===== src/hw/rtl/gtg_pkg.sv =====
package gtg_pkg;

    localparam int MAX_DIM   = 4096;
    localparam int DIM_W     = 13;
    localparam int POS_W     = 12;
    localparam int IDX_W     = 24;
    localparam int PROD_W    = 2 * DIM_W;
    localparam int SUM_W     = DIM_W + 1;
    localparam int CFG_IDX_W = 3;
    localparam int STEP_W    = $clog2(DIM_W);
    localparam int TDATA_W   = 56;
    localparam int IN_TDATA_W = 24;

    localparam logic [STEP_W-1:0] LAST_STEP = STEP_W'(DIM_W - 1);

    typedef enum logic [CFG_IDX_W-1:0] {
        REG_IMAGE_WIDTH  = 3'd0,
        REG_IMAGE_HEIGHT = 3'd1,
        REG_GRID_COLUMNS = 3'd2,
        REG_GRID_ROWS    = 3'd3,
        REG_ORIGIN_X     = 3'd4,
        REG_ORIGIN_Y     = 3'd5
    } cfg_reg_t;

    typedef enum logic [1:0] {
        SEQ_IDLE,
        SEQ_LOAD,
        SEQ_DIV
    } seq_state_t;

    typedef enum logic [1:0] {
        OP_WIDTH,
        OP_HEIGHT,
        OP_ORIGIN_X,
        OP_ORIGIN_Y
    } seq_op_t;

    typedef struct packed {
        logic              ready;
        logic [DIM_W-1:0]  w;
        logic [DIM_W-1:0]  h;
        logic [DIM_W-1:0]  cols;
        logic [DIM_W-1:0]  rows;
        logic [DIM_W-1:0]  qw;
        logic [DIM_W-1:0]  rw;
        logic [DIM_W-1:0]  qh;
        logic [DIM_W-1:0]  rh;
        logic [POS_W-1:0]  oxm;
        logic [POS_W-1:0]  oym;
        logic [PROD_W-1:0] total;
    } geom_t;

    typedef struct packed {
        logic             ge;
        logic [DIM_W-1:0] rem;
    } div_trial_t;

    typedef struct packed {
        logic [DIM_W-1:0] rem;
        logic [IDX_W-1:0] dv;
        logic             range;
    } div_stage_t;

    typedef struct packed {
        logic [DIM_W-1:0] tw;
        logic [DIM_W-1:0] th;
        logic [POS_W-1:0] left;
        logic [POS_W-1:0] top;
        logic             range;
    } result_t;

    // One restoring division step: shift a dividend bit into the partial
    // remainder and subtract the divisor when it fits.
    function automatic div_trial_t div_trial(input logic [DIM_W-1:0] rem,
                                             input logic bit_in,
                                             input logic [DIM_W-1:0] divisor);
        logic [DIM_W:0] t;
        logic [DIM_W:0] d;
        div_trial_t     r;
        t     = {rem, bit_in};
        d     = t - {1'b0, divisor};
        r.ge  = (t >= {1'b0, divisor});
        r.rem = r.ge ? d[DIM_W-1:0] : t[DIM_W-1:0];
        return r;
    endfunction

endpackage


===== src/hw/rtl/grid_tile_geometry.sv =====
// Tile geometry for an image cut into a grid of rows by columns tiles.
// The slave stream takes a row-major tile index per word; the master stream
// returns that tile's width, height and wrapped top-left pixel, with tuser
// high when the index lies inside the grid and low (all data zero) otherwise.
// The configuration channel writes the image size, the grid size and the
// grid origin; leftover pixels go one each to the first columns and rows.
// After each configuration write a shared divider works out the tile shares
// and the wrapped origins: s_tready stays low while it runs.
// Once set up the block takes one index every cycle until a receiver stall
// fills the skid register. Each index is taken into an entry register and
// then passes one restoring divider stage per index bit (24), two stages
// of multiply and add, and the output register.
// When the receiver stalls, a skid register takes one further word, then
// the whole pipeline holds and s_tready falls; nothing is lost or repeated.
// Reset loads a 1 by 1 image with a single tile at the origin, so the block
// is ready to accept words as soon as reset is released.
module grid_tile_geometry (
    input  logic                              clk,
    input  logic                              rst_n,
    input  logic                              s_tvalid,
    output logic                              s_tready,
    input  logic [gtg_pkg::IN_TDATA_W-1:0]    s_tdata,   // [23:0] tile_index
    output logic                              m_tvalid,
    input  logic                              m_tready,
    // [12:0] width, [25:13] height, [37:26] left, [49:38] top, [55:50] zero.
    output logic [gtg_pkg::TDATA_W-1:0]       m_tdata,
    output logic                              m_tuser,   // [0] in_range
    input  logic                              cfg_valid,
    output logic                              cfg_ready,
    input  logic [gtg_pkg::CFG_IDX_W-1:0]     cfg_index,
    input  logic [gtg_pkg::DIM_W-1:0]         cfg_data
);
    import gtg_pkg::*;

    geom_t            geo;
    logic             adv;
    logic             s_accept;
    logic             m_accept;

    logic             ent_valid_reg;
    logic [IDX_W-1:0] ent_idx_reg;
    logic             ent_range_reg;

    logic             dv_valid;
    div_stage_t       dv_stage;

    logic [DIM_W-1:0]  col;
    logic [DIM_W-1:0]  row;
    logic              xlt;
    logic              ylt;
    logic [PROD_W-1:0] xprod;
    logic [PROD_W-1:0] yprod;

    logic              p1_valid_reg;
    logic              p1_range_reg;
    logic [PROD_W-1:0] p1_xprod_reg;
    logic [PROD_W-1:0] p1_yprod_reg;
    logic [DIM_W-1:0]  p1_xmin_reg;
    logic [DIM_W-1:0]  p1_ymin_reg;
    logic [DIM_W-1:0]  p1_tw_reg;
    logic [DIM_W-1:0]  p1_th_reg;

    logic              p2_valid_reg;
    logic              p2_range_reg;
    logic [SUM_W-1:0]  p2_xsum_reg;
    logic [SUM_W-1:0]  p2_ysum_reg;
    logic [DIM_W-1:0]  p2_tw_reg;
    logic [DIM_W-1:0]  p2_th_reg;

    logic [SUM_W-1:0]  xleft;
    logic [SUM_W-1:0]  ytop;
    logic              p_valid;
    result_t           p_res;

    logic              out_valid_reg;
    result_t           out_reg;
    logic              skid_valid_reg;
    result_t           skid_reg;

    gtg_setup u_setup (
        .clk       (clk),
        .rst_n     (rst_n),
        .cfg_valid (cfg_valid),
        .cfg_ready (cfg_ready),
        .cfg_index (cfg_index),
        .cfg_data  (cfg_data),
        .geo       (geo)
    );

    assign adv      = !skid_valid_reg;
    assign s_tready = adv && geo.ready;
    assign s_accept = s_tvalid && s_tready;
    assign m_accept = out_valid_reg && m_tready;

    always_ff @(posedge clk or negedge rst_n)
    begin
        if (!rst_n)
        begin
            ent_valid_reg <= 1'b0;
        end
        else if (adv)
        begin
            ent_valid_reg <= s_accept;
        end
    end

    always_ff @(posedge clk)
    begin
        if (adv)
        begin
            ent_idx_reg   <= s_tdata[IDX_W-1:0];
            ent_range_reg <= PROD_W'(s_tdata[IDX_W-1:0]) < geo.total;
        end
    end

    gtg_div_pipe u_div (
        .clk       (clk),
        .rst_n     (rst_n),
        .adv       (adv),
        .in_valid  (ent_valid_reg),
        .in_idx    (ent_idx_reg),
        .in_range  (ent_range_reg),
        .divisor   (geo.cols),
        .out_valid (dv_valid),
        .out_stage (dv_stage)
    );

    // An out-of-range row may be truncated here; its result is zeroed later.
    assign col   = dv_stage.rem;
    assign row   = dv_stage.dv[DIM_W-1:0];
    assign xlt   = col < geo.rw;
    assign ylt   = row < geo.rh;
    assign xprod = PROD_W'(col) * PROD_W'(geo.qw);
    assign yprod = PROD_W'(row) * PROD_W'(geo.qh);

    always_ff @(posedge clk or negedge rst_n)
    begin
        if (!rst_n)
        begin
            p1_valid_reg <= 1'b0;
            p2_valid_reg <= 1'b0;
        end
        else if (adv)
        begin
            p1_valid_reg <= dv_valid;
            p2_valid_reg <= p1_valid_reg;
        end
    end

    always_ff @(posedge clk)
    begin
        if (adv)
        begin
            p1_range_reg <= dv_stage.range;
            p1_xprod_reg <= xprod;
            p1_yprod_reg <= yprod;
            p1_xmin_reg  <= xlt ? col : geo.rw;
            p1_ymin_reg  <= ylt ? row : geo.rh;
            p1_tw_reg    <= geo.qw + DIM_W'(xlt);
            p1_th_reg    <= geo.qh + DIM_W'(ylt);

            p2_range_reg <= p1_range_reg;
            p2_xsum_reg  <= SUM_W'(geo.oxm) + p1_xprod_reg[SUM_W-1:0] + SUM_W'(p1_xmin_reg);
            p2_ysum_reg  <= SUM_W'(geo.oym) + p1_yprod_reg[SUM_W-1:0] + SUM_W'(p1_ymin_reg);
            p2_tw_reg    <= p1_tw_reg;
            p2_th_reg    <= p1_th_reg;
        end
    end

    // The sums stay below twice the image size, so one subtraction wraps them.
    assign xleft = (p2_xsum_reg >= SUM_W'(geo.w)) ? (p2_xsum_reg - SUM_W'(geo.w)) : p2_xsum_reg;
    assign ytop  = (p2_ysum_reg >= SUM_W'(geo.h)) ? (p2_ysum_reg - SUM_W'(geo.h)) : p2_ysum_reg;

    assign p_valid = p2_valid_reg && adv;

    always_comb
    begin
        p_res.range = p2_range_reg;
        p_res.tw    = p2_range_reg ? p2_tw_reg : '0;
        p_res.th    = p2_range_reg ? p2_th_reg : '0;
        p_res.left  = p2_range_reg ? xleft[POS_W-1:0] : '0;
        p_res.top   = p2_range_reg ? ytop[POS_W-1:0] : '0;
    end

    always_ff @(posedge clk or negedge rst_n)
    begin
        if (!rst_n)
        begin
            out_valid_reg  <= 1'b0;
            skid_valid_reg <= 1'b0;
        end
        else if (skid_valid_reg)
        begin
            if (m_accept)
            begin
                skid_valid_reg <= 1'b0;
            end
        end
        else if (p_valid)
        begin
            if (!out_valid_reg || m_accept)
            begin
                out_valid_reg <= 1'b1;
            end
            else
            begin
                skid_valid_reg <= 1'b1;
            end
        end
        else if (m_accept)
        begin
            out_valid_reg <= 1'b0;
        end
    end

    always_ff @(posedge clk)
    begin
        if (skid_valid_reg)
        begin
            if (m_accept)
            begin
                out_reg <= skid_reg;
            end
        end
        else if (p_valid)
        begin
            if (!out_valid_reg || m_accept)
            begin
                out_reg <= p_res;
            end
            else
            begin
                skid_reg <= p_res;
            end
        end
    end

    assign m_tvalid = out_valid_reg;
    assign m_tuser  = out_reg.range;
    assign m_tdata  = {{(TDATA_W - 2 * DIM_W - 2 * POS_W){1'b0}},
                       out_reg.top, out_reg.left, out_reg.th, out_reg.tw};

`ifndef SYNTH
    a_zero_when_outside: assert property (@(posedge clk) disable iff (!rst_n)
        m_tvalid && !m_tuser |-> m_tdata == '0)
        else $error("A tile outside the grid carries non-zero geometry.");

    a_skid_behind_output: assert property (@(posedge clk) disable iff (!rst_n)
        skid_valid_reg |-> out_valid_reg)
        else $error("Skid register holds a word while the output is empty.");

    a_skid_fills_on_stall: assert property (@(posedge clk) disable iff (!rst_n)
        $rose(skid_valid_reg) |-> $past(out_valid_reg && !m_tready))
        else $error("Skid register filled without an output stall.");
`endif

endmodule


===== src/hw/rtl/gtg_setup.sv =====
module gtg_setup (
    input  logic                           clk,
    input  logic                           rst_n,
    input  logic                           cfg_valid,
    output logic                           cfg_ready,
    input  logic [gtg_pkg::CFG_IDX_W-1:0]  cfg_index,
    input  logic [gtg_pkg::DIM_W-1:0]      cfg_data,
    output gtg_pkg::geom_t                 geo
);
    import gtg_pkg::*;

    logic [DIM_W-1:0] image_width_reg;
    logic [DIM_W-1:0] image_height_reg;
    logic [DIM_W-1:0] grid_columns_reg;
    logic [DIM_W-1:0] grid_rows_reg;
    logic [DIM_W-1:0] origin_x_reg;
    logic [DIM_W-1:0] origin_y_reg;

    logic [DIM_W-1:0] w_eff;
    logic [DIM_W-1:0] h_eff;
    logic [DIM_W-1:0] cols_eff;
    logic [DIM_W-1:0] rows_eff;

    seq_state_t        seq_state_reg;
    seq_state_t        seq_state_next;
    seq_op_t           op_reg;
    seq_op_t           op_next;
    logic [STEP_W-1:0] step_reg;
    logic [STEP_W-1:0] step_next;
    logic [DIM_W-1:0]  rem_reg;
    logic [DIM_W-1:0]  rem_next;
    logic [DIM_W-1:0]  quo_reg;
    logic [DIM_W-1:0]  quo_next;
    logic              last_step;

    logic [DIM_W-1:0]  dividend;
    logic [DIM_W-1:0]  divisor;
    logic              neg;
    logic [DIM_W-1:0]  fold_full;
    div_trial_t        trial;

    logic [DIM_W-1:0]  qw_reg;
    logic [DIM_W-1:0]  rw_reg;
    logic [DIM_W-1:0]  qh_reg;
    logic [DIM_W-1:0]  rh_reg;
    logic [POS_W-1:0]  oxm_reg;
    logic [POS_W-1:0]  oym_reg;
    logic [PROD_W-1:0] total_reg;
    logic              cfg_write;

    assign cfg_ready = 1'b1;
    assign cfg_write = cfg_valid && cfg_ready;

    always_ff @(posedge clk or negedge rst_n)
    begin
        if (!rst_n)
        begin
            image_width_reg  <= DIM_W'(1);
            image_height_reg <= DIM_W'(1);
            grid_columns_reg <= DIM_W'(1);
            grid_rows_reg    <= DIM_W'(1);
            origin_x_reg     <= '0;
            origin_y_reg     <= '0;
        end
        else if (cfg_write)
        begin
            case (cfg_reg_t'(cfg_index))
                REG_IMAGE_WIDTH:  image_width_reg  <= cfg_data;
                REG_IMAGE_HEIGHT: image_height_reg <= cfg_data;
                REG_GRID_COLUMNS: grid_columns_reg <= cfg_data;
                REG_GRID_ROWS:    grid_rows_reg    <= cfg_data;
                REG_ORIGIN_X:     origin_x_reg     <= cfg_data;
                REG_ORIGIN_Y:     origin_y_reg     <= cfg_data;
                default:          ;
            endcase
        end
    end

    assign w_eff = (image_width_reg == '0) ? DIM_W'(1) :
                   (image_width_reg > DIM_W'(MAX_DIM)) ? DIM_W'(MAX_DIM) : image_width_reg;
    assign h_eff = (image_height_reg == '0) ? DIM_W'(1) :
                   (image_height_reg > DIM_W'(MAX_DIM)) ? DIM_W'(MAX_DIM) : image_height_reg;
    assign cols_eff = (grid_columns_reg != '0) ? grid_columns_reg : w_eff;
    assign rows_eff = (grid_rows_reg != '0) ? grid_rows_reg : h_eff;

    always_comb
    begin
        case (op_reg)
            OP_WIDTH:
            begin
                dividend = w_eff;
                divisor  = cols_eff;
                neg      = 1'b0;
            end
            OP_HEIGHT:
            begin
                dividend = h_eff;
                divisor  = rows_eff;
                neg      = 1'b0;
            end
            OP_ORIGIN_X:
            begin
                neg      = origin_x_reg[DIM_W-1];
                dividend = neg ? (~origin_x_reg + DIM_W'(1)) : origin_x_reg;
                divisor  = w_eff;
            end
            OP_ORIGIN_Y:
            begin
                neg      = origin_y_reg[DIM_W-1];
                dividend = neg ? (~origin_y_reg + DIM_W'(1)) : origin_y_reg;
                divisor  = h_eff;
            end
            default:
            begin
                dividend = w_eff;
                divisor  = cols_eff;
                neg      = 1'b0;
            end
        endcase
    end

    assign trial = div_trial(rem_reg, quo_reg[DIM_W-1], divisor);

    always_comb
    begin
        seq_state_next = seq_state_reg;
        op_next        = op_reg;
        step_next      = step_reg;
        rem_next       = rem_reg;
        quo_next       = quo_reg;
        last_step      = 1'b0;
        case (seq_state_reg)
            SEQ_IDLE:
            begin
            end
            SEQ_LOAD:
            begin
                rem_next       = '0;
                quo_next       = dividend;
                step_next      = '0;
                seq_state_next = SEQ_DIV;
            end
            SEQ_DIV:
            begin
                rem_next  = trial.rem;
                quo_next  = {quo_reg[DIM_W-2:0], trial.ge};
                step_next = step_reg + STEP_W'(1);
                if (step_reg == LAST_STEP)
                begin
                    last_step = 1'b1;
                    step_next = '0;
                    if (op_reg == OP_ORIGIN_Y)
                    begin
                        seq_state_next = SEQ_IDLE;
                    end
                    else
                    begin
                        op_next        = seq_op_t'(op_reg + 2'd1);
                        seq_state_next = SEQ_LOAD;
                    end
                end
            end
            default:
            begin
                seq_state_next = SEQ_IDLE;
            end
        endcase
        if (cfg_write)
        begin
            seq_state_next = SEQ_LOAD;
            op_next        = OP_WIDTH;
        end
    end

    always_ff @(posedge clk or negedge rst_n)
    begin
        if (!rst_n)
        begin
            seq_state_reg <= SEQ_IDLE;
            op_reg        <= OP_WIDTH;
            step_reg      <= '0;
        end
        else
        begin
            seq_state_reg <= seq_state_next;
            op_reg        <= op_next;
            step_reg      <= step_next;
        end
    end

    always_ff @(posedge clk)
    begin
        rem_reg <= rem_next;
        quo_reg <= quo_next;
    end

    // A negative offset leaves a remainder that is folded back into the image.
    assign fold_full = (neg && (rem_next != '0)) ? (divisor - rem_next) : rem_next;

    always_ff @(posedge clk or negedge rst_n)
    begin
        if (!rst_n)
        begin
            qw_reg    <= DIM_W'(1);
            rw_reg    <= '0;
            qh_reg    <= DIM_W'(1);
            rh_reg    <= '0;
            oxm_reg   <= '0;
            oym_reg   <= '0;
            total_reg <= PROD_W'(1);
        end
        else
        begin
            total_reg <= PROD_W'(cols_eff) * PROD_W'(rows_eff);
            if (last_step)
            begin
                case (op_reg)
                    OP_WIDTH:
                    begin
                        qw_reg <= quo_next;
                        rw_reg <= rem_next;
                    end
                    OP_HEIGHT:
                    begin
                        qh_reg <= quo_next;
                        rh_reg <= rem_next;
                    end
                    OP_ORIGIN_X: oxm_reg <= fold_full[POS_W-1:0];
                    OP_ORIGIN_Y: oym_reg <= fold_full[POS_W-1:0];
                    default:     ;
                endcase
            end
        end
    end

    always_comb
    begin
        geo.ready = (seq_state_reg == SEQ_IDLE);
        geo.w     = w_eff;
        geo.h     = h_eff;
        geo.cols  = cols_eff;
        geo.rows  = rows_eff;
        geo.qw    = qw_reg;
        geo.rw    = rw_reg;
        geo.qh    = qh_reg;
        geo.rh    = rh_reg;
        geo.oxm   = oxm_reg;
        geo.oym   = oym_reg;
        geo.total = total_reg;
    end

`ifndef SYNTH
    a_rem_below_divisor: assert property (@(posedge clk) disable iff (!rst_n)
        seq_state_reg == SEQ_IDLE |-> rw_reg < cols_eff && rh_reg < rows_eff)
        else $error("Tile residue is not below the tile count.");

    a_origin_wrapped: assert property (@(posedge clk) disable iff (!rst_n)
        seq_state_reg == SEQ_IDLE |-> {1'b0, oxm_reg} < w_eff && {1'b0, oym_reg} < h_eff)
        else $error("Wrapped origin lies outside the image.");

    a_step_bound: assert property (@(posedge clk) disable iff (!rst_n)
        seq_state_reg == SEQ_DIV && step_reg == LAST_STEP |=> seq_state_reg != SEQ_DIV)
        else $error("Divider ran past its last step.");
`endif

endmodule


===== src/hw/rtl/gtg_div_pipe.sv =====
module gtg_div_pipe (
    input  logic                      clk,
    input  logic                      rst_n,
    input  logic                      adv,
    input  logic                      in_valid,
    input  logic [gtg_pkg::IDX_W-1:0] in_idx,
    input  logic                      in_range,
    input  logic [gtg_pkg::DIM_W-1:0] divisor,
    output logic                      out_valid,
    output gtg_pkg::div_stage_t       out_stage
);
    import gtg_pkg::*;

    logic [IDX_W-1:0] valid_reg;
    div_stage_t       stage_reg [IDX_W];
    div_stage_t       stage_next [IDX_W];
    div_stage_t       src [IDX_W];
    div_trial_t       trial [IDX_W];

    // Stage k settles quotient bit IDX_W-1-k; the dividend shifts out at the
    // top as the quotient shifts in at the bottom.
    always_comb
    begin
        for (int k = 0; k < IDX_W; k++)
        begin
            if (k == 0)
            begin
                src[k].rem   = '0;
                src[k].dv    = in_idx;
                src[k].range = in_range;
            end
            else
            begin
                src[k] = stage_reg[k-1];
            end
            trial[k]            = div_trial(src[k].rem, src[k].dv[IDX_W-1], divisor);
            stage_next[k].rem   = trial[k].rem;
            stage_next[k].dv    = {src[k].dv[IDX_W-2:0], trial[k].ge};
            stage_next[k].range = src[k].range;
        end
    end

    always_ff @(posedge clk or negedge rst_n)
    begin
        if (!rst_n)
        begin
            valid_reg <= '0;
        end
        else if (adv)
        begin
            valid_reg <= {valid_reg[IDX_W-2:0], in_valid};
        end
    end

    always_ff @(posedge clk)
    begin
        if (adv)
        begin
            for (int k = 0; k < IDX_W; k++)
            begin
                stage_reg[k] <= stage_next[k];
            end
        end
    end

    assign out_valid = valid_reg[IDX_W-1];
    assign out_stage = stage_reg[IDX_W-1];

endmodule

===== config.mk =====
export PLATFORM = sky130hd
export DESIGN_NAME = grid_tile_geometry
export DESIGN_NICKNAME = d
export VERILOG_FILES = /design/src/hw/rtl/gtg_pkg.sv /design/src/hw/rtl/grid_tile_geometry.sv /design/src/hw/rtl/gtg_setup.sv /design/src/hw/rtl/gtg_div_pipe.sv
export SDC_FILE = /design/constraint.sdc
export NUM_CORES = 2
export LEC_CHECK = 0
export BUFFER_PORTS_ARGS = -buffer_cell sky130_fd_sc_hd__buf_2
export CORE_UTILIZATION = 25
export CTS_CLUSTER_DIAMETER = 120
export DETAILED_ROUTE_END_ITERATION = 7
export SYNTH_ARGS = -nofsm -noshare
export SYNTH_HDL_FRONTEND = slang
export SYNTH_HIERARCHICAL = 1
export SYNTH_SLANG_ARGS = --single-unit

===== constraint.sdc =====
create_clock -name clk -period 57.6 [get_ports clk]
set_input_delay 8.64 -clock clk [delete_from_list [all_inputs] [get_ports clk]]
set_output_delay 8.64 -clock clk [all_outputs]
set_load 0.01 [all_outputs]

-- Word-level counts from Yosys, hierarchy flattened
Memories as Yosys holds them, arrays and structs flattened.
Cells that the tools add are included.
- flip-flop bits (word level): 506
- RAM bits: 912
- input port bits: 45
- logic and storage cells: 251
- memories kept: 1
- add/sub/neg operators: 38
- multiply operators: 3
- $lt $le $gt $ge: 32
- equal/unequal tests: 16
- mux-type cells: 71
- bitwise gates (word level): 4
- reductions and logical operators: 38
- memories (name ; depth ; bits a word ; rd ports ; clocked after memory_dff ; wr ports ; line ; RTL):
    u_div.stage_reg ; 24 ; 38 ; 24 ; 0 ; 24 ; gtg_div_pipe.sv:15 ; div_stage_t stage_reg [IDX_W];
- operators with widths (kind ; count):
    $mux W13 ; 37
    $ge A14 B13 Y1 ; 26
    $sub A13 B13 Y13 ; 24
    $mux W51 ; 4
    $pmux W13 S4 ; 2
    $mux W12 ; 5
    $pmux W13 S2 ; 2
    $reduce_bool A13 Y1 ; 3
    $sub A12 B12 Y12 ; 3
    $add A12 B14 Y14 ; 2
    $add A14 B13 Y14 ; 2
    $mul A13 B13 Y14 ; 2
    $add A13 B1 Y13 ; 2
    $add A13 B1 Y13 const B ; 2
    $gt A13 B13 Y1 const B ; 2
    $logic_not A13 Y1 ; 2
    $lt A13 B13 Y1 ; 2
    $lt A24 B26 Y1 ; 1
    $mul A13 B13 Y26 ; 1
    $not A13 Y13 ; 2
    $reduce_and A2 Y1 ; 11
    $ge A1 B13 Y1 ; 1
    $sub A1 B13 Y13 ; 1
    $mux W2 ; 6
    25 further kinds ; 57

-- Longest topological paths before layout
- depth after elaboration: 11
- depth in mapped cells: 29
- mapped depth without buffers: 27

-- Hierarchy
Netlist, hierarchy kept.
- by module, submodules not included (module ; instances ; cells an instance ; area each (um^2) ; sequential area each (um^2)):
    gtg_div_pipe ; 1 ; 3288 ; 44715.4 ; 27986.8
    grid_tile_geometry ; 1 ; 1778 ; 19836.5 ; 8022.7
    gtg_setup ; 1 ; 1729 ; 16271.9 ; 5233.8

-- Worst setup path after synthesis
No wires, ideal clock.
- path kind: reg-to-reg
- start point: register skid_valid_reg
- end point: register out_reg (netlist bit m_tdata[0]) (enable)
- setup time: 476 ps
- arrival: 34907 ps
- data required time: 57124 ps
- slack: 22217 ps
- cell stages (with the launch flop): 5
- buffers on the path: 1
- clock period less this slack: 35383 ps
- cell sequence: dfrtp_1 -> inv_1 -> clkbuf_1 -> nand2_1 -> a21oi_1
- longest elaborated chain between the ends: 4
- RTL lines (item ; line ; RTL):
    start, declared ; grid_tile_geometry.sv:77 ; logic skid_valid_reg;
    start signal, assigned ; grid_tile_geometry.sv:190 ; skid_valid_reg <= 1'b0;
    start signal, assigned ; grid_tile_geometry.sv:196 ; skid_valid_reg <= 1'b0;
    start signal, assigned ; grid_tile_geometry.sv:207 ; skid_valid_reg <= 1'b1;
    $logic_not A1 Y1 ; grid_tile_geometry.sv:90 ; assign adv = !skid_valid_reg;
    via adv ; grid_tile_geometry.sv:36 ; logic adv;
    $logic_and A1 B1 Y1 ; grid_tile_geometry.sv:174 ; assign p_valid = p2_valid_reg && adv;
    $reduce_bool A2 Y1 (no line) ; n/a ;
    $reduce_and A3 Y1 (no line) ; n/a ;
    end signal, assigned ; grid_tile_geometry.sv:222 ; out_reg <= skid_reg;
    end signal, assigned ; grid_tile_geometry.sv:229 ; out_reg <= p_res;
    end, declared ; grid_tile_geometry.sv:76 ; result_t out_reg;
The timed path passes the listed nets, and every way through them passes these cells.
A chain may end at the register's enable or synchronous reset.

==> reports/qor.yml <==
powerDensity_mw_per_mm2: 65.8
dpl.hpwl_um: 135000
dr.pass1.iters: 7
grt_max_degree: 177
h-tree-depth: 4
io_buffer_count: 97
drtIter0Drc: 3610
holdBufCountCts: 0
num_vias: 50000
cp_max_fo: 3
routed_via_density: 4.65
rsz0062_at_grt: "false"
fin_crit_ns: 10.59
antennaDiodeCount: 0
path_class: "flop to output pin"
finalCritPeriodShare: 0.184
grt_pass1_vias: 50600
path_delay_family: "flip-flops"
startpoint_type: "flop"
relSlewSlack: 0.148
yosysWarnings: 6
start_util: 0.251
syn_to_final_growth_pct: 13.3
wire_per_inst_um: 17.4
worst_slack_ns: 47.01
dp_cells: 10500
postCtsSetupBuffers: 0
antenna_left: 0
overflow: 0
root_buffer: "clkbuf_16"
globalplace.congestion: 0.869
drv_slew: 0
hp-class: "flop to flop"
cts_buffers: 140
die_w_um: 548
tightest_slew_ns: 1.28
max_freq_mhz: 94.4
routed_wl_um: 187000
placementRows: 200
cp.required_ns: 48.96
cts_resized: 0
cp_slowest_cell: "dfrtp_1"
die_h_um: 548
critical_path_arrival_ns: 1.95
syn_inst: 6585
crit_chain: "inv_1 -> ha_1 -> nor2b_1 -> buf_2"
slowest_delay_ns: 0.38
fin_skew_ns: 0.0667
ioPinCount: 105
grt_usage: 0.122
crit_start: "u_setup/seq_state_reg[0]"
core-area_mm2: 0.297
finalSetupViolCount: 0
cts_tree: "done"
reg2reg_from: "u_setup/image_height_reg[12]"
cap_violations: 0
peakVddDrop_mv: 0.0642
setup_tns_ns: 0
p_leak_nw: 34.6
clkLatencyLatePin_ns: 0.82
cts_sinks: 1209
fin_total_pwr_mw: 5.56
place_ws_ns: 47.10
hold_viol: 0
syn-mean-instance-area_um2: 11.3
drc: 0
cts_max_path_buffers: 4
status: "finished, final reports clean"
final_cell_area_mm2: 0.0844
dieArea_mm2: 0.300
setup.worst_path.end_class: "output pin"
largest_reg_flops: 703
cts.clk_slew.worst_paths_ns: 0.07
syn_area_mm2: 0.0745
grt_pass1_wl_um: 290000
antenna_found_initial: 5
drive_above_1_share: 0.110
cp.buffers_inverters: 2
finalNetCount: 7641
worstHoldStart: "u_div/stage_reg[1][231]"
place_area_mm2: 0.0799
final-instance-count-excl-fill: 10800
[layer usage]
layer  part of all wire  track usage
met5            0.00014            0
met4              0.026       0.0343
met3              0.054       0.0192
met2               0.46        0.200
met1               0.46        0.165
[final cells by class]
class	count	area [um^2]
Clock inverter	58	578
Timing Repair Buffer	164	1020
Clock buffer	186	4010
Fill cell	30600	212000
Tap cell	3939	4930
Inverter	676	2540
Multi-Input combinational cell	4532	36400
Sequential cell	1209	35000
[metrics by stage]
step / util / hold WS [ns]
after global routing: 0.285 / 0.390
final: 0.285 / 0.397
after floorplan: - / 0.400
after global placement: 0.269 / 0.400
after CTS: 0.285 / 0.395
after detailed placement: 0.269 / 0.405
[cells in the final DEF, fill, tap and decap left out, drive strengths merged, types with 27 or more instances in the layout]
cell type    n
a21oi      304
or3         27
o21ai      358
nand4       59
inv        667
nor3       101
o21bai      28
clkbuf     186
mux2i       49
ha         581
a31oi       33
clkinv      50
a21o       116
fa         292
mux2       309
nor2       380
dfrtp      210
o21a        78
xor2       128
buf        164
nor2b       95
nand2      629
edfxtp     966
and2       133
o31ai       58
xnor2      239
nand2b      67
nand3       74
[final timing paths]
| check | end | slack (ns) | cells after the start |
|---|---|---|---|
| max reg2reg | u_setup/oym_reg[11] | 49.74 | 22 |
| min | u_div/stage_reg[1][270] | 0.40 | 0 |
| max | s_tready | 47.01 | 4 |
| min reg2reg | u_div/stage_reg[1][270] | 0.40 | 0 |
| max in group asynchronous | u_setup/total_reg[11] | 48.25 | 2 |
| min in group asynchronous | u_setup/step_reg[3] | 7.85 | 1 |
[power breakdown]
part | switching, mW | leakage [nW] | total [mW] | internal, mW
clock | 0.362 | 2.23 | 0.893 | 0.531
combinational | 1.69 | 19.4 | 2.91 | 1.22
sequential | 0.215 | 12.9 | 1.76 | 1.54
total | 2.26 | 34.6 | 5.56 | 3.30
No activity file was read; power rests on OpenSTA's default activity.
